==> src/sv/hlvs_fifo.sv <==
// ----------------------------------------------------------------------------
// hlvs_fifo
// Small register queue with push/full and pop/empty sides.
// ----------------------------------------------------------------------------
module hlvs_fifo #(
  parameter int W     = 8,
  parameter int DEPTH = 2
) (
  input  logic         clk,
  input  logic         rst_n,
  input  logic         push,
  input  logic [W-1:0] din,
  output logic         full,
  input  logic         pop,
  output logic [W-1:0] dout,
  output logic         empty
);

  localparam int PW = (DEPTH > 1) ? $clog2(DEPTH) : 1;
  localparam int CW = $clog2(DEPTH + 1);

  logic [W-1:0]  mem_r [DEPTH];
  logic [PW-1:0] wp_r, rp_r;
  logic [CW-1:0] cnt_r;
  logic          do_push, do_pop;

  assign full    = (cnt_r == CW'(DEPTH));
  assign empty   = (cnt_r == '0);
  assign do_push = push && !full;
  assign do_pop  = pop && !empty;
  assign dout    = mem_r[rp_r];

  always_ff @(posedge clk) begin
    if (!rst_n) begin
      wp_r  <= '0;
      rp_r  <= '0;
      cnt_r <= '0;
    end else begin
      if (do_push) begin
        wp_r <= (wp_r == PW'(DEPTH - 1)) ? '0 : wp_r + PW'(1);
      end
      if (do_pop) begin
        rp_r <= (rp_r == PW'(DEPTH - 1)) ? '0 : rp_r + PW'(1);
      end
      if (do_push && !do_pop) begin
        cnt_r <= cnt_r + CW'(1);
      end else if (do_pop && !do_push) begin
        cnt_r <= cnt_r - CW'(1);
      end
    end
  end

  always_ff @(posedge clk) begin
    if (do_push) begin
      mem_r[wp_r] <= din;
    end
  end

endmodule

==> config.mk <==
export PLATFORM = sky130hd
export DESIGN_NAME = hlvs_fifo
export DESIGN_NICKNAME = d
export VERILOG_FILES = /design/src/sv/hlvs_fifo.sv
export SDC_FILE = /design/constraint.sdc
export NUM_CORES = 1
export LEC_CHECK = 0
export BUFFER_PORTS_ARGS = -buffer_cell sky130_fd_sc_hd__buf_4
export CORE_ASPECT_RATIO = 0.9
export CORE_MARGIN = 2
export CORE_UTILIZATION = 27
export DETAILED_ROUTE_END_ITERATION = 16
export SLEW_MARGIN = 20
export SYNTH_ARGS = -nofsm -noshare
export SYNTH_HDL_FRONTEND = slang
export SYNTH_SLANG_ARGS = --single-unit
==> constraint.sdc <==
create_clock -name clk -period 2.2 [get_ports clk]
set_clock_uncertainty 0.1 [all_clocks]
set_input_delay 0.11 -clock clk [delete_from_list [all_inputs] [get_ports clk]]
set_output_delay 0.11 -clock clk [all_outputs]
set_load 0.02 [all_outputs]
# Word level (Yosys, flattened, before mapping)
# Memories as Yosys holds them, arrays and structs flattened. A register that Yosys moved wholly into a read port is not among the register bits.
# Index checks and enable logic that the tools add are counted.
[classes]
addsub = 4
n_eq_ne = 1
muxes = 8
reduce_logical = 10
[op_table]
columns = ["operator", "count"]
rows = [
  ["1-bit two-way mux", 6],
  ["1-bit logical AND", 4],
  ["1-bit zero test", 4],
  ["2-bit two-way mux", 2],
  ["1-bit adder, second input constant", 2],
  ["2-bit by 1-bit adder with 2-bit output, second input constant", 1],
  ["2-bit == test, second input constant", 1],
  ["2-bit zero test", 1],
  ["2-bit nonzero test", 1],
  ["2-bit by 1-bit subtractor with 2-bit output, second input constant", 1],
]
[word_totals]
reg_bits = 4
mem_bits_rw = 16
input_bits = 12
out_inout_bits = 10
wordCells = 27
n_memories = 1
[mem_list]
columns = ["name", "depth", "word_bits", "rd", "rd_clocked_by_memory_dff", "wr", "line_no", "text"]
rows = [
  ["mem_r", 2, 8, 1, 1, 1, "22", "logic [W-1:0] mem_r [DEPTH];"],
]

# Depth between registers and ports, before layout
[depth]
depth_word = 7
mapped_depth = 7
depth_no_buf = 7

# Worst setup path before layout
# Ideal clock, no wire load.
[synth_path]
path_type = "reg-to-reg"
start = "register cnt_r[0]"
end = "register cnt_r[1]"
setup_ns = 0.070
t_arrival_ns = 1.444
required_time_ns = 2.030
setup_slack_ns = 0.586
stages_incl_launch_ff = 7
n_path_buf = 0
synth_period_minus_slack_ns = 1.614
path_cell_list = "dfxtp_1 > nand2b_1 > inv_2 > nor2_1 > ha_1 > or3_1 > a21boi_1"
[synth_between]
elab_chain_len = 6
[synth_rtl]
columns = ["element", "line_no", "text"]
rows = [
  ["start: declaration", "24", "logic [CW-1:0] cnt_r;"],
  ["start signal: assignment", "46", "cnt_r <= cnt_r + CW'(1);"],
  ["start signal: assignment", "48", "cnt_r <= cnt_r - CW'(1);"],
  ["2-bit == test *", "27", "assign full = (cnt_r == CW'(DEPTH));"],
  ["named net full", "13", "output logic full,"],
  ["1-bit zero test *", "29", "assign do_push = push && !full;"],
  ["1-bit logical AND *", "29", ""],
  ["1-bit zero test", "47", "end else if (do_pop && !do_push) begin"],
  ["1-bit logical AND", "47", ""],
  ["2-bit nonzero test (no source line)", "-", ""],
]
# The timed path passes the listed nets; every way through them passes the cells marked *. The select of a mux whose other input is x is not followed.
# A chain may end at the register's enable or synchronous reset.

# Worst setup path after layout
[layout_path]
start = "register cnt_r[0]"
end = "register cnt_r[1]"
[layout_between]
elab_chain_len = 6
[layout_rtl]
columns = ["element", "line_no"]
rows = [
  ["2-bit == test or 2-bit zero test (tied branches)", "27, 28"],
  ["1-bit zero test (on tied branches)", "29, 30"],
  ["1-bit logical AND (on tied branches)", "29, 30"],
  ["1-bit zero test (on tied branches)", "47, 45"],
  ["1-bit logical AND (on tied branches)", "47, 45"],
  ["2-bit nonzero test (no source line) or 2-bit two-way mux (tied branches)", "-"],
]
# Several ways; a longest one is shown, not always the timed one. The select of a mux whose other input is x is not followed.

==> impl_results.md <==
- Status: complete, no violations
- Root buf cell: clkbuf_4
- Most frequent cells in the layout: buf_4, edfxtp_1, dlygate4sd3_1
- Most common cell after layout, fill and taps aside: buf_4
- Final min period: about 1700 ps
- Critical Path RT: around 2300 ps
- Worst VDD drop: 0.476 mV
- Io pins: 22
- Critical Path Sink: cnt_r[1]
- Initial Utilization: between 20 and 30%
- Mean Syn Cell Area: approximately 16 um2
- CP max stage cell: dfxtp_1
- Maxcap violations: 0
- Die height: roughly 56 um
- Syn. warnings: 0
- Vias: ~500
- H-tree depth: 1
- Achievable clock frequency: 603 MHz
- Synth Area in Compound Gates: 4.02%
- Skew-Pair Late Insertion Delay: between 200 and 300 ps
- Global route hottest layer: met2
- WL per Instance: ~11 um
- Crit path from: cnt_r[0]
- Std cell rows: 18
- Final Instance Area: 1140 um2
- CTS Buf Count: 3
- Gate Count Post-Synth: 50
- R2r worst-path depth: 6
- Port bufs: 21
- Worst slew margin: about three quarters
- Fillers: around 280
- Drt first-iter violations: 4
- Yosys reg bits: 21
- Leakage power: between 0.4 and 0.5 nW
- Final setup viols: 0
- Mapped Nets: 63
- Worst r2r src: cnt_r[0]
- Worst R2R End: cnt_r[1]
- Largest cells by area after synthesis: edfxtp_1, dfxtp_1, mux2_2
- GP Congestion: 0.726
- Worst path cell trace: nand2b_1 -> inv_2 -> nor2_1 -> ha_1 -> or3_1 -> a21boi_1
- Reg clk slew, reported paths: between 100 and 150 ps
- Die ar.: about 3500 um2
- Clock buffer depth: 2
- CP delay by family, top: simple AND/OR/NAND/NOR gates
- Post-Synthesis Cell Area: ~810 um2
- Fin crit share: approximately 75%
- Worst Setup Start Kind: flip-flop
- DRC Markers: 0
- Area Growth Syn to Fin: 40.3%
- CTS tree: done
- Design Power: between 1 and 1.5 mW
- Synth top area share: roughly 59%
- Clk sink count: 21
- Post-layout util: 40.7%
- Hold Slack: 70.2 ps
- Met1 usage: around an eighth
- Worst setup EP type: flip-flop
- Final nets: 98
- Seq/Total Area, Yosys: a little under three quarters
- Initial antenna violation count: 0
- R2R Setup Slk: 540 ps
- Largest family of logic cells by synthesized area: multiplexers
- Total Neg Setup Slack: 0 ps
- Synth Area in XOR/XNOR: 3.25%
- Core Region: around 2800 um2
- Crit path depth: 6
- DRT Pass-1 Iters: 2
- Crit-path max cell delay: roughly 420 ps
- Worst Path Arrival: 1790 ps
- Distinct cells, synth: 20
- Crit path kind: flip-flop to flip-flop
- Simple-gate share of the synthesized area: between 6 and 7%
- Synth area leader: edfxtp_1
- Mux cell area share after synthesis: between 10 and 15%
- Total wire length: approximately 1400 um
- DP Wirelength: approximately 960 um
- Max Fanout on Critical Path: 5
- # Post-CTS Setup Buffers: 0
- Largest net degree at the start of global routing: 12
- Fin. Hold Viols: 0
- Antenna cells: 0
- ANT nets after route: 0
- RSZ-0062 raised after global routing: false
- Vias in the first global route: ~490
- Adder-cell share of the synthesized area: about 1.5%
- Global-route wire length before repair: between 2000 and 2500 um
- Worst hold path class: primary input to flip-flop
- WP buf/inv: 1
- Via density per instance: about 3.9
- Power per Cell Area: 1040 nW/um2
- DP Area: 1020 um2
- Grt met3 use: between 3 and 4%
- Share of cells above drive strength 1: 41.7%
- Die X: around 62 um
- Slew Viols, Final: 0
- Met2 Track Usage GR: 13.1%
- Gr usage total: under 10%
- GRT overflow: 0
- Slew @ Worst Pin: ~400 ps
-- stage by stage --
step,setup slack (ps),cells
floorplan,586,50
global placement,566,111
detailed placement,558,111
CTS,525,124
global route,405,124
finish,542,124
-- power by group --
group	leakage, nW	switching [mW]	internal [mW]
logic	0.234	0.216	0.231
clock network	0.0150	0.104	0.0704
registers	0.191	0.0527	0.506
total	0.439	0.373	0.807
-- synth_stat cells, drive strengths merged --
master,number
o21ai,2
edfxtp,16
mux2,8
xor2,1
ha,1
nor2,2
inv,2
xnor2,2
o21a,1
nor3,1
nand2b,1
buf,1
or3,1
a21boi,2
dfxtp,5
and2,3
and3,1
-- worst min-delay path by stage --
stage	start	slack (ps)	to	depth (start not counted)
6_report	push	70	wp_r	3
5_1_grt	push	60	wp_r	3
4_1_cts	push	60	wp_r	3
3_5_place_dp	din[7]	200	mem_r[1][7]	1
3_3_place_gp	din[4]	200	mem_r[1][4]	1
2_1_floorplan	din[0]	110	mem_r[0][0]	0
-- routing by layer --
| layer | vias up | part of all wire, % | routed length, um |
|---|---|---|---|
| met5 | - | 0 | 0 |
| met4 | 0 | 0 | 0 |
| li1 | 250 | - | - |
| met3 | 0 | 6.3 | 85 |
| met2 | 15 | 46 | 621 |
| met1 | 222 | 48 | 647 |
-- registers in the layout, summed over array words and instances, names as in the netlist, named ones only --
name	count
mem_r	16
cnt_r	2
rp_r	1
wp_r	1
-- what timing repair did --
| item | CTS | global route |
|---|---|---|
| resized for setup | 0 | 0 |
| endpoints found under the hold margin | 21 | 0 |
| hold buffers | 9 | 0 |
| setup endpoints to repair | 0 | 0 |
-- final cells by class --
cell class                 count  area (um2)  share of cell area, %
sequential                    21         581                   51.1
timing repair buffer          31         255                   22.5
multi-input combinational     26         216                   19.1
tap                           40        50.0                   4.41
clock buffer                   4        26.3                   2.31
inverter                       2        7.51                  0.661
-- tightest hold or removal path, stage by stage --
cell and delay, ps:
buf_4 90, a21boi_0 70, o21a_1 160
-- cell families after synthesis --
group,after synthesis
DFF,21
xor gates and xnor gates,3
adders and majority gates,1
muxes,8
buffers and inverters,3
AOI/OAI and AO/OA,5
and+or+nand+nor,9
(Power assumes the default switching activity.)
