$ cat config.mk
export PLATFORM = sky130hd
export DESIGN_NAME = hlvs_front
export DESIGN_NICKNAME = d
export VERILOG_FILES = /design/src/sv/hlvs_pkg.sv /design/src/sv/hlvs_fifo.sv /design/src/sv/hlvs_front.sv
export SDC_FILE = /design/constraint.sdc
export NUM_CORES = 1
export LEC_CHECK = 0
export BUFFER_PORTS_ARGS = -buffer_cell sky130_fd_sc_hd__buf_2
export CORE_ASPECT_RATIO = 0.6
export CORE_MARGIN = 8
export CORE_UTILIZATION = 40
export CTS_BUF_LIST = sky130_fd_sc_hd__clkbuf_2
export DETAILED_ROUTE_END_ITERATION = 12
export PLACE_DENSITY = 0.66
export SLEW_MARGIN = 20
export SYNTH_ARGS = -nofsm -noshare
export SYNTH_HDL_FRONTEND = slang
export SYNTH_SLANG_ARGS = --single-unit
$ cat constraint.sdc
create_clock -name clk -period 2.5 [get_ports clk]
set_clock_uncertainty 0.2 [all_clocks]
set_input_delay 0.375 -clock clk [delete_from_list [all_inputs] [get_ports clk]]
set_output_delay 0.375 -clock clk [all_outputs]
set_load 0.05 [all_outputs]
$ cat src/sv/hlvs_pkg.sv
// ----------------------------------------------------------------------------
// hlvs_pkg
// Shared types, constants and elaboration-time helpers for the Hough line
// vote / suppress / mark block.
// ----------------------------------------------------------------------------
package hlvs_pkg;

  localparam int DEF_THETA_BINS = 180;
  localparam int DEF_RHO_BINS   = 512;
  localparam int DEF_COUNT_BITS = 17;

  localparam int MAX_SIDE     = 256;
  localparam int ITEM_Q_DEPTH = 2;
  localparam int RES_Q_DEPTH  = 2;

  // Fixed-point constants of the angle table and of the rho range.
  localparam logic [63:0] PI_Q30      = 64'd3373259426;
  localparam logic [63:0] HALF_PI_Q30 = 64'd1686629713;
  localparam logic [63:0] ONE_Q30     = 64'd1073741824;
  localparam int          SIN_QUARTER_Q14 = 11585;

  // Register reset values.
  localparam logic [16:0] RST_THRESHOLD = 17'd100;
  localparam logic [8:0]  RST_WIDTH     = 9'd256;
  localparam logic [8:0]  RST_HEIGHT    = 9'd256;
  localparam logic [12:0] RST_RHO_RECIP = 13'd4096;

  // Width of the truncated rho magnitude: 25-bit magnitude times 13-bit
  // reciprocal, shifted down by 26.
  localparam int QW = 12;

  typedef enum logic [1:0] {
    MODE_VOTE     = 2'd0,
    MODE_SUPPRESS = 2'd1,
    MODE_QUERY    = 2'd2,
    MODE_CLEAR    = 2'd3
  } mode_t;

  typedef enum logic [1:0] {
    CFG_THRESHOLD = 2'd0,
    CFG_WIDTH     = 2'd1,
    CFG_HEIGHT    = 2'd2,
    CFG_RHO_RECIP = 2'd3
  } cfg_idx_t;

  typedef enum logic [2:0] {
    ST_INIT,
    ST_IDLE,
    ST_WALK,
    ST_SUPPRESS,
    ST_CLEAR,
    ST_RESULT
  } back_state_t;

  typedef enum logic [2:0] {
    SS_CENTER,
    SS_LEFT,
    SS_RIGHT,
    SS_UP,
    SS_DOWN,
    SS_DECIDE
  } sup_step_t;

  // One classified item as it travels from the front to the back.
  typedef struct packed {
    mode_t      mode;
    logic [7:0] row;
    logic [7:0] col;
    logic       active;
  } item_t;

  typedef struct packed {
    logic [16:0] threshold;
    logic [12:0] rho_recip;
  } back_cfg_t;

  function automatic logic [8:0] side_clip(input logic [8:0] v);
    return (32'(v) > MAX_SIDE) ? 9'(MAX_SIDE) : v;
  endfunction

  function automatic logic [15:0] q30_to_q14(input logic signed [63:0] v);
    logic signed [63:0] c;
    logic [63:0]        u;
    c = v;
    if (c < 0) c = 0;
    if (c > $signed(ONE_Q30)) c = $signed(ONE_Q30);
    u = c;
    return 16'((u + 64'd32768) >> 16);
  endfunction

endpackage

$ cat src/sv/hlvs_fifo.sv
// ----------------------------------------------------------------------------
// hlvs_fifo
// Small register queue with push/full and pop/empty sides.
// ----------------------------------------------------------------------------
module hlvs_fifo #(
  parameter int W     = 8,
  parameter int DEPTH = 2
) (
  input  logic         clk,
  input  logic         rst_n,
  input  logic         push,
  input  logic [W-1:0] din,
  output logic         full,
  input  logic         pop,
  output logic [W-1:0] dout,
  output logic         empty
);

  localparam int PW = (DEPTH > 1) ? $clog2(DEPTH) : 1;
  localparam int CW = $clog2(DEPTH + 1);

  logic [W-1:0]  mem_r [DEPTH];
  logic [PW-1:0] wp_r, rp_r;
  logic [CW-1:0] cnt_r;
  logic          do_push, do_pop;

  assign full    = (cnt_r == CW'(DEPTH));
  assign empty   = (cnt_r == '0);
  assign do_push = push && !full;
  assign do_pop  = pop && !empty;
  assign dout    = mem_r[rp_r];

  always_ff @(posedge clk) begin
    if (!rst_n) begin
      wp_r  <= '0;
      rp_r  <= '0;
      cnt_r <= '0;
    end else begin
      if (do_push) begin
        wp_r <= (wp_r == PW'(DEPTH - 1)) ? '0 : wp_r + PW'(1);
      end
      if (do_pop) begin
        rp_r <= (rp_r == PW'(DEPTH - 1)) ? '0 : rp_r + PW'(1);
      end
      if (do_push && !do_pop) begin
        cnt_r <= cnt_r + CW'(1);
      end else if (do_pop && !do_push) begin
        cnt_r <= cnt_r - CW'(1);
      end
    end
  end

  always_ff @(posedge clk) begin
    if (do_push) begin
      mem_r[wp_r] <= din;
    end
  end

endmodule

$ cat src/sv/hlvs_front.sv
// ----------------------------------------------------------------------------
// hlvs_front
// Accepts input transactions, classifies each pixel against the image size
// and queues it for the back end.
// ----------------------------------------------------------------------------
module hlvs_front (
  input  logic                 clk,
  input  logic                 rst_n,
  input  logic                 push,
  output logic                 full,
  input  logic [1:0]           mode,
  input  logic [7:0]           pix_row,
  input  logic [7:0]           pix_col,
  input  logic [7:0]           pix_value,
  input  logic [8:0]           image_width,
  input  logic [8:0]           image_height,
  input  logic                 hold,
  output logic                 item_valid,
  output hlvs_pkg::item_t      item,
  input  logic                 item_pop
);

  import hlvs_pkg::*;

  item_t item_in;
  logic  q_full, q_empty;
  logic  in_image;
  logic [$bits(item_t)-1:0] q_dout;

  // A pixel takes part only when it is nonzero and inside the active image.
  assign in_image = (9'(pix_row) < side_clip(image_height)) &&
                    (9'(pix_col) < side_clip(image_width));

  always_comb begin
    item_in.mode   = mode_t'(mode);
    item_in.row    = pix_row;
    item_in.col    = pix_col;
    item_in.active = (pix_value != 8'd0) && in_image;
  end

  assign full = q_full || hold;

  hlvs_fifo #(
    .W     ($bits(item_t)),
    .DEPTH (ITEM_Q_DEPTH)
  ) u_item_q (
    .clk   (clk),
    .rst_n (rst_n),
    .push  (push && !hold),
    .din   (item_in),
    .full  (q_full),
    .pop   (item_pop),
    .dout  (q_dout),
    .empty (q_empty)
  );

  assign item_valid = !q_empty;
  assign item       = item_t'(q_dout);

endmodule

Yosys cells after proc, flatten, opt, wreduce, memory -nomap -nowiden
Memory sizes are Yosys's and may differ from the RTL's. A register that Yosys moved wholly into a read port is not among the register bits.
Index checks and enable logic that the tools add are counted.
Storage, ports and cells
  register bits after elaboration: 4
  word-level logic and storage cells: 39
  output and inout port bits: 21
  memories: 1
  input port bits: 49
  memory bits (writable): 38
Memories
  u_item_q.mem_r: depth 2, width 19, rd ports 1, clocked after memory_dff 1, write ports 1, line hlvs_fifo.sv:22  | logic [W-1:0] mem_r [DEPTH];
Operators by class
  multiplexer cells: 10
  add/subtract/negate cells: 4
  $lt $le $gt $ge: 4
  reduce and logical (&&, ||, !) cells: 16
  equality and inequality tests: 1
Operators by type and width (count)
  9-bit > comparator, second input constant: 2
  8-bit by 9-bit less-than comparator with 1-bit output: 2
  9-bit two-way mux: 2
  8-bit nonzero test: 1
  1-bit logical AND: 7
  1-bit two-way mux: 6
  1-bit logical NOT: 5
  2-bit two-way mux: 2
  1-bit adder, second input constant: 2
  2-bit by 1-bit adder with 2-bit output, second input constant: 1
  2-bit == test, second input constant: 1
  2-bit logical NOT: 1
  2-bit nonzero test: 1
  2-bit by 1-bit subtractor with 2-bit output, second input constant: 1
  1-bit logical OR: 1

Depth between registers and ports, before layout
Gate-level depths: netlist of run 1.
  word-level depth: 7
  mapped depth: 7
  depth with buffers taken out: 6

Modules after synthesis
From an unflattened synthesis of run 1, not the netlist that was laid out.
Second synthesis, totals
  cells, all modules: 143
  area total of the unflattened synthesis: 2087.0 um^2
Modules (own cells, without submodules)
  hlvs_fifo: instances 1, sequential area each 1241.2 um^2, area each 1601.5 um^2, cells each 84
  hlvs_front: instances 1, sequential area each 0.0 um^2, area each 485.5 um^2, cells each 59

Least setup slack after synthesis of run 1
No wires, ideal clock.
  path type: flip-flop to flip-flop
  from: register u_item_q.cnt_r[1]
  to: register u_item_q.cnt_r[1]
  slack: 0.437 ns
  cell stages (with the launch flop): 6
  clock period less this slack: 2.063 ns
  arrival time: 1.787 ns
  path buffers: 0
  data required time: 2.224 ns
  library setup time: 0.076 ns
  cells stage by stage: dfxtp_1 -> or2_1 -> nand2_1 -> ha_1 -> or3_1 -> a21boi_0
On the way
  cells in the longest elaborated chain, start to end: 6
  elaborated cells on any way between the ends: 15
  classes of those cells: 2 x add/sub; 1 x eq/ne; 2 x mux; 10 x reduce/logical
Ends and longest elaborated chain
  start, declared: line hlvs_fifo.sv:24  | logic [CW-1:0] cnt_r;
  start signal, assigned: line hlvs_fifo.sv:46  | cnt_r <= cnt_r + CW'(1);
  start signal, assigned: line hlvs_fifo.sv:48  | cnt_r <= cnt_r - CW'(1);
  2-bit logical NOT *: line hlvs_fifo.sv:28  | assign empty = (cnt_r == '0);
  1-bit logical NOT *
  named net item_valid: line hlvs_front.sv:18  | output logic item_valid,
  1-bit logical AND *: line hlvs_fifo.sv:30  | assign do_pop = pop && !empty;
  1-bit logical NOT: line hlvs_fifo.sv:45  | if (do_push && !do_pop) begin
  1-bit logical AND: line hlvs_fifo.sv:45
  2-bit two-way mux or 2-bit nonzero test (tied branches)
The timed path passes the listed nets; every way through them passes the cells marked *. The select of a mux whose other input is x is not followed.
A chain may end at the register's enable or synchronous reset.

==> flow_summary.ini, run 1 <==
[run_status]
status = complete, no violations

[floorplan]
die_area_mm2 = 0.00773
coreArea_mm2 = 0.00500
fp.dieH_um = 71.4
io_pins = 70
initial_utilization_pct = 40.9
rows = 20
die_w_um = 108

[global_routing]
grt_use_total_pct = 11.7
overflow = 0
use_met3_pct = 3.58
met1_usage_pct = 15.0
antenna_found_initial = 0
grt_max_degree = 17
top_usage_layer = met2
grt_pass1_wl_mm = 7.02
grt_pass1_vias = 1420
gr-usage-met2_pct = 18.3

[clock_network]
htree_levels = 2
cts_sinks = 43
cts_buffer_depth = 2
root_buffer = clkbuf_2
numCtsBuffers = 5
path_clk_slew_ps = 200
clk_latency_ps = 370
cts_tree = done
cts_resized = 0

[timing]
fmax_ghz = 0.476
setup_viol = 0
slew_headroom_pct = 82.5
tightestPinTransition_ps = 260
slew_violations = 0
finalWorstSetupSlack_ps = 398
fin_setup_tns_ps = 0
min_period_over_period_pct = 84.1
layout_min_cycle_time_ps = 2100
timing_hold_violations_final = 0
rsz0062_at_grt = no

[worst_setup_path]
endpoint_kind = output pin
cp_cell_sequence = buf_4, mux2_2, buf_2
crit_buf_inv = 2
critical-path-top-delay-family = buffers and inverters
r2r_cells = 5
crit_end = item[13]
start_kind = register
r2r_end = u_item_q.cnt_r[1]
cp.depth = 3
cpMaxStageDelayCell = dfxtp_1
cp.required_ps = 1920
worstSetupPathType = register to output pin
slowest_delay_ps = 370
r2r_slack_ps = 620
crit-reg2reg-launch = u_item_q.cnt_r[0]
worst-path-max-fanout = 10
cp.arrival_ps = 1530

[synthesis]
yosys.area.top_type_share_pct = 55.8
seq_area_frac_synth_pct = 60.7
ys_top_cells_by_count = 38 x edfxtp_1, 19 x mux2_2, 15 x ha_1
ys.flop_type = edfxtp_1
ys_types = 33
syn_area_per_cell_um2 = 14.5
yosys.area.top_type = edfxtp_1
yosysWarningCount = 0
async_reset_ff_share_pct = 0
syn_area_mm2 = 0.00205
synth_nets = 205
synth_edf_count = 38
ys_ff_latch = 43
syn_inst = 141
synth_most_common_cell = edfxtp_1
synth.area.top_cells = edfxtp_1 56%, mux2_2 10%, ha_1 9.2%, dfxtp_1 4.9%, nand2b_1 4.3%

[detailed_routing]
viasPerCell = 4.70
vias = 1420
drt_iter0_markers = 60
drt-pass1-iter-count = 4
drcViolationCount = 0
ant_nets = 0
routed_wl_mm = 4.46
wl_per_cell_um = 14.8

[power_and_ir_drop]
switching_power_uw = 864
power.share.clock_pct = 12.8
vdd_drop_max_uv = 390
internal_power_mw = 1.25
p_per_area_mw_per_mm2 = 782
p_leak_nw = 1.10
seqPwrFrac_pct = 42.6
p_comb_share_pct = 44.6
power_mw = 2.11
swShare_pct = 40.9

[cells_and_area]
final_design_area_no_fill_mm2 = 0.00271
nets = 299
seqCellArea_mm2 = 0.00124
antenna_cells = 0
fillers = 443
multiInputGateArea_um2 = 774
final_cell_count_no_fill = 302
drive_gt1_share_pct = 42.4
area_delta_synth_final_pct = 32.2

[hold_path]
holdCritPathClass = input port to register

[flow_run]
cap_violations = 0

[placed_design]
port_buffers = 69
dp_slack_ps = 411
hpwl_mm = 3.45
post_dp_cell_area_mm2 = 0.00248
place_inst = 276
globalplace.congestion = 0.760
## kinds of logic (layout without fill, tap and decap cells)
kind of cell	Yosys count	after routing	synth area share (%)
AOI/OAI and AO/OA	19	19	6.54
xor gates and xnor gates	3	3	1.28
adders and majority gates	15	15	9.17
buffers and inverters	7	102	1.47
DFF	43	43	60.7
muxes	19	19	10.5
and+or+nand+nor	35	35	10.4
## placed cells by master, fill, tap and decap left out, drive strengths merged
master and n:
a211oi 2, a21boi 2, a21o 2, a21oi 9, and2 4, and2b 1
and4b 1, buf 73, clkbuf 5, clkinv 2, clkinvlp 1, dfxtp 5
dlygate4sd3 18, edfxtp 38, ha 15, inv 3, mux2 19, nand2 1
nand2b 14, nand3 3, nand4 2, nand4b 1, nor2 3, nor2b 1
nor4 2, o2111a 1, o21a 1, o21ai 1, o31ai 1, or2 1
or3 1, xnor2 2, xor2 1
## worst register-to-register path, stage by stage, from the launching register on
cell	delay, ps
dfxtp_1	450
inv_2	80
a211oi_4	290
ha_1	310
or3_1	350
a21boi_0	160
## flip-flops by register name, summed over array words and instances (netlist names), named ones only
name            flops
u_item_q.cnt_r      2
u_item_q.wp_r       1
u_item_q.mem_r     38
u_item_q.rp_r       1
## power by group through the flow
stage               sequential [mW]  clock [mW]  combinational, mW
floorplan                     0.909           0              0.710
global placement              0.918           0              0.927
detailed placement            0.917           0              0.931
CTS                           0.902       0.283              0.955
global route                  0.909       0.312               1.00
finish                        0.901       0.271              0.942
## per-stage QoR
stage	util [%]	hold WS [ps]
floorplan	-	274
detailed placement	49.7	370
global route	54.1	2.24
global placement	49.7	357
finish	54.1	52.8
CTS	54.1	26.9
## layout make-up
class                      count  share of cell area (%)
sequential                    43                    45.9
tap                           66                    3.05
clock inverter                 3                   0.555
inverter                       3                   0.416
multi-input combinational     91                    28.6
clock buffer                   5                   0.925
timing repair buffer          91                    20.5
## metal layers
metal / vias up / wire [um]
li1: 723 / -
met2: 32 / 2150
met3: 2 / 227
met4: 0 / 31
met1: 663 / 2050
met5: - / 0
## worst min path at each step
stage                             to              start  cells after the start
3_5_place_dp       u_item_q.cnt_r[1]  u_item_q.cnt_r[1]                      2
6_report           u_item_q.cnt_r[0]              rst_n                      2
5_1_grt                u_item_q.rp_r              rst_n                      2
3_3_place_gp       u_item_q.cnt_r[1]  u_item_q.cnt_r[1]                      2
4_1_cts                u_item_q.wp_r              rst_n                      2
2_1_floorplan  u_item_q.mem_r[0][10]         pix_row[1]                      0
## what timing repair did
action | 4_1_cts | 5_1_grt
endpoints found under the hold margin | 36 | 0
buffers inserted | 0 | 0
hold buffers | 18 | 0
(Power assumes the default switching activity.)
==> run 2, diff against run 1 <==
PLACE_DENSITY = 0.69   (was 0.66)
clock period = 1.9 ns   (was 2.5 ns; I/O delays follow)
==> run 2 against run 1 <==
The flow now finishes with violations (setup timing). Die area is the same. Non-clock buffer count grew 8. Worst hold slack gained 130 ps. Wire length grew 14%. Sequential power grew 35%. Combinational power grew 86%. Worst setup slack lost 420 ps. Design area grew 17%. Clock-buffer cell count is the same. Sequential cell count is the same. Final cell count grew 2.6%. Critical path type unchanged. Critical endpoint is now item[3].
==> flow_summary.ini, run 2 (synthesis results as in run 1) <==
[power_and_ir_drop]
power_mw = 3.33
vdd_drop_max_uv = 658
p_leak_nw = 1.29
p_per_area_mw_per_mm2 = 1050

[global_routing]
grt_use_total_pct = 13.2
grt_pass1_wl_mm = 7.84
use_met3_pct = 3.40
gr-usage-met2_pct = 22.0
top_usage_layer = met2
antenna_found_initial = 0
grt_max_degree = 14
grt_pass1_vias = 1584
overflow = 0
met1_usage_pct = 16.1

[clock_network]
cts_buffer_depth = 2
root_buffer = clkbuf_2
post_cts_buffers = 0
numCtsBuffers = 5
htree_levels = 2
cts_tree = done
clk_latency_ps = 400
path_clk_slew_ps = 190
cts_sinks = 43

[cells_and_area]
top_register = u_item_q.mem_r
fillers = 393
area_delta_synth_final_pct = 54.6
multiInputGateArea_um2 = 945
seqCellArea_mm2 = 0.00125
final_core_util_pct = 63.2
antenna_cells = 0
final_cell_count_no_fill = 310
final_cell_mix = 49 x buf_2, 38 x edfxtp_1, 21 x buf_8
layout_commonest_cell = buf_2
largest_register_ffs = 38
reg_top3 = u_item_q.mem_r: 38 flops, u_item_q.cnt_r: 2 flops
drive_gt1_share_pct = 49.2
final_design_area_no_fill_mm2 = 0.00316
nets = 307

[timing]
timing_hold_violations_final = 0
rsz0062_at_grt = yes
tightestPinTransition_ps = 342
fmax_ghz = 0.519
slew_headroom_pct = 77.0
min_period_over_period_pct = 101
fin_hold_ws_ps = 178
fin_setup_tns_ps = -285
finalWorstSetupSlack_ps = -25.0
slew_violations = 0
setup_viol = 19
layout_min_cycle_time_ps = 1920

[floorplan]
die_area_mm2 = 0.00773
coreArea_mm2 = 0.00500
io_pins = 70
die_w_um = 108
fp.dieH_um = 71.4
initial_utilization_pct = 40.9
rows = 20

[placed_design]
post_dp_cell_area_mm2 = 0.00254
place_inst = 283
hpwl_mm = 3.66
dp_slack_ps = -47.3
globalplace.congestion = 0.811
port_buffers = 69

[worst_setup_path]
cp.required_ps = 1410
r2r_slack_ps = 110
worst-path-max-fanout = 4
r2r_end = u_item_q.cnt_r[1]
slowest_delay_ps = 440
crit-reg2reg-launch = u_item_q.cnt_r[1]
start_kind = register
endpoint_kind = output pin
critical-path-top-delay-family = flip-flops
cp.arrival_ps = 1440
worstSetupPathType = register to output pin
r2r_cells = 5
crit_buf_inv = 2
cpMaxStageDelayCell = dfxtp_4
cp_cell_sequence = buf_6, mux2_4, buf_8

[detailed_routing]
drt-pass1-iter-count = 4
routed_wl_mm = 5.08
wl_per_cell_um = 16.4
drcViolationCount = 0
viasPerCell = 4.83
drt_iter0_markers = 82
ant_nets = 0
vias = 1497

[flow_run]
cap_violations = 0

[hold_path]
min_from = item_pop
holdCritPathClass = input port to register
hold_depth = 4

[run_status]
failed_checks = setup timing
status = finished, violations left
==> run 2: cell count changes in the layout (fill, tap and decap cells not counted), moves of 4 or more <==
cell / delta
ha_4: +7
buf_8: +21
mux2_2: -19
buf_4: +4
buf_2: -20
ha_1: -7
mux2_4: +19
==> run 2: how the worst max path moves through the flow <==
stage / slack, ps / end / cells past startpoint / from
final: -20 / item[3] / 3 / register
after global routing: -100 / item[9] / 3 / register
after CTS: -60 / item[5] / 3 / register
after detailed placement: -50 / u_item_q.mem_r[1][0] / 7 / image_width[8]
after global placement: -8 / u_item_q.mem_r[0][0] / 7 / image_height[8]
after floorplan: 60 / u_item_q.mem_r[1][0] / 3 / u_item_q.cnt_r[0]
==> run 2: cell type report <==
| cell class | instances | area share [%] |
|---|---|---|
| Multi-Input combinational cell | 91 | 29.9 |
| Tap cell | 66 | 2.61 |
| Clock inverter | 3 | 0.475 |
| Sequential cell | 43 | 39.5 |
| Inverter | 3 | 0.356 |
| Clock buffer | 5 | 0.791 |
| Timing Repair Buffer | 99 | 26.4 |
==> run 2: per-layer routing <==
layer  part of all wire (%)  vias up
met5                      0        -
met4                    1.6        0
met3                    4.8        9
met2                     49       32
met1                     44      716
li1                       -      740
==> run 2: timing repair <==
item                                    in CTS  in global routing
pin swaps                                    0                  5
resized for setup                           87                 11
endpoints found under the hold margin       41                  0
endpoints found under the setup margin      20                 22
gates cloned                                 1                  0
hold buffers                                19                  0
==> run 2: worst register-to-register path, stage by stage, from the launching register on <==
cell	delay [ps]
dfxtp_4	410
or2_4	250
nand2_1	150
ha_4	230
or3_1	340
a21boi_1	160
==> run 2: report_power, final <==
group	switching (mW)	internal [mW]	leakage (nW)	total, mW
clock	0.279	0.0819	0.0241	0.361
sequential	0.0718	1.15	0.391	1.22
combinational	0.920	0.828	0.872	1.75
total	1.27	2.06	1.29	3.33
==> run 3, diff against run 2 <==
PLACE_DENSITY = 0.66   (was 0.69)
SLEW_MARGIN = default   (was 20)
clock period = 1.99 ns   (was 1.9 ns; I/O delays follow)
==> run 3 against run 2 <==
Register-to-register slack better by 40 ps. Utilization down 3.0 points. Largest cell class unchanged. Combinational power fell by 16%. The flow now finishes without violations. Highest routed layer unchanged.
==> flow_summary.ini, run 3 (synthesis results as in run 1) <==
[global_routing]
met1_usage_pct = 15.7
overflow = 0
gr-usage-met2_pct = 20.3
grt_pass1_vias = 1561
antenna_found_initial = 0
grt_use_total_pct = 12.5
grt_pass1_wl_mm = 7.68
grt_max_degree = 14
top_usage_layer = met2
use_met3_pct = 3.85

[worst_setup_path]
cp_cell_sequence = dlygate4sd3_1, buf_2, ha_1, a21o_1, a21o_1, a21oi_2, o2111a_1
worstSetupPathType = input port to register
worst-path-max-fanout = 3
cpMaxStageDelayCell = dlygate4sd3_1
endpoint_kind = register
path_common_cell = a21o_1
start_kind = input port
cp.required_ps = 2040
slowest_delay_ps = 530
r2r_cells = 5
r2r_end = u_item_q.cnt_r[1]
r2r_slack_ps = 150
cp.arrival_ps = 1990
crit-reg2reg-launch = u_item_q.cnt_r[0]

[run_status]
status = complete, no violations

[cells_and_area]
antenna_cells = 0
area_delta_synth_final_pct = 47.3
final_cell_mix = 50 x buf_2, 38 x edfxtp_1, 19 x dlygate4sd3_1
top_register = u_item_q.mem_r
fillers = 424
largest_register_ffs = 38
reg_top3 = u_item_q.mem_r: 38 flops, u_item_q.cnt_r: 2 flops
layout_commonest_cell = buf_2
drive_gt1_share_pct = 46.5
nets = 304

[detailed_routing]
drt-pass1-iter-count = 4
drcViolationCount = 0
wl_per_cell_um = 15.6
viasPerCell = 4.70
ant_nets = 0
routed_wl_mm = 4.79
drt_iter0_markers = 47
vias = 1442

[placed_design]
port_buffers = 69
hpwl_mm = 3.54
dp_slack_ps = -9.06
globalplace.congestion = 0.798

[clock_network]
htree_levels = 2
cts_sinks = 43
cts_buffer_depth = 2
root_buffer = clkbuf_2
cts_tree = done
clk_latency_ps = 380
numCtsBuffers = 5
path_clk_slew_ps = 210

[hold_path]
min_from = hold
holdCritPathClass = input port to register
hold_path_end = u_item_q.wp_r
hold_depth = 4

[timing]
slew_headroom_pct = 76.1
timing_hold_violations_final = 0
finalWorstSetupSlack_ps = 42.9
slew_violations = 0
fmax_ghz = 0.514
fin_setup_tns_ps = 0
tightestPinTransition_ps = 356
rsz0062_at_grt = yes
min_period_over_period_pct = 97.8
setup_viol = 0
layout_min_cycle_time_ps = 1950

[power_and_ir_drop]
p_leak_nw = 1.24
p_per_area_mw_per_mm2 = 1080
vdd_drop_max_uv = 447

[floorplan]
fp.dieH_um = 71.4
rows = 20
coreArea_mm2 = 0.00500
io_pins = 70
initial_utilization_pct = 40.9
die_w_um = 108
die_area_mm2 = 0.00773

[flow_run]
cap_violations = 0
-- run 3: cell count changes in the layout (fill, tap and decap cells not counted), moves of 2 or more --
cell,before,now
clkinv_1,2,0
ha_1,8,14
mux2_4,19,7
bufinv_16,0,2
mux2_2,0,12
ha_4,7,1
buf_6,2,14
buf_4,8,5
buf_8,21,8
-- run 3: layout make-up --
type | count | area (um2) | share of cell area [%]
well taps | 66 | 82.6 | 2.74
repair buffers | 96 | 756 | 25.1
clock inverters | 2 | 60.1 | 1.99
inverters | 3 | 11.3 | 0.374
multi-input cells | 91 | 825 | 27.4
clock buffers | 6 | 30.0 | 0.997
flip-flops and latches | 43 | 1250 | 41.4
-- run 3: report_power, final --
| group | internal (mW) | switching, mW | leakage (nW) |
|---|---|---|---|
| Clock | 0.344 | 0.270 | 0.0532 |
| Combinational | 0.651 | 0.822 | 0.792 |
| Sequential | 1.10 | 0.0628 | 0.391 |
-- run 3: critical path: cells and delay by family --
| family | cells | cell delay, ps |
|---|---|---|
| fa+ha+maj | 1 | 310 |
| compound gates | 4 | 710 |
| buf+inv | 2 | 670 |
-- run 3: how the worst max path moves through the flow --
stage               depth (start not counted)       startpoint  slack (ps)                    to
detailed placement                          7  image_height[8]          -9  u_item_q.mem_r[1][0]
global placement                            7  image_height[8]          60  u_item_q.mem_r[0][0]
global route                                3         register         -30               item[0]
CTS                                         3         register         -10              item[17]
finish                                      7       pix_col[2]          40  u_item_q.mem_r[0][0]
floorplan                                   7   image_width[8]         150  u_item_q.mem_r[0][0]
-- run 3: repair_timing --
| item | in CTS | in global routing |
|---|---|---|
| hold endpoints to repair | 41 | 0 |
| gates resized for setup | 25 | 38 |
| setup buffers | 0 | 0 |
| hold buffers | 19 | 0 |
| setup endpoints to repair | 19 | 21 |
| pin swaps | 0 | 2 |
| gates cloned | 0 | 0 |
-- run 3: routing by layer --
metal  vias up  share of wire [%]
met5         -                  0
met4         0               0.65
met3         2                4.6
met2        34                 48
met1       678                 47
li1        728                  -
-- run 3: metrics by stage --
stage	hold WS, ps	std cells	power (mW)	cell area, um2	util (%)
3_5_place_dp	302	280	2.36	2520	50.3
5_1_grt	57.6	307	3.42	3010	60.2
3_3_place_gp	292	280	2.35	2520	50.3
6_report	105	307	3.25	3010	60.2
2_1_floorplan	197	141	2.05	2050	-
4_1_cts	81.1	307	3.10	2870	57.3
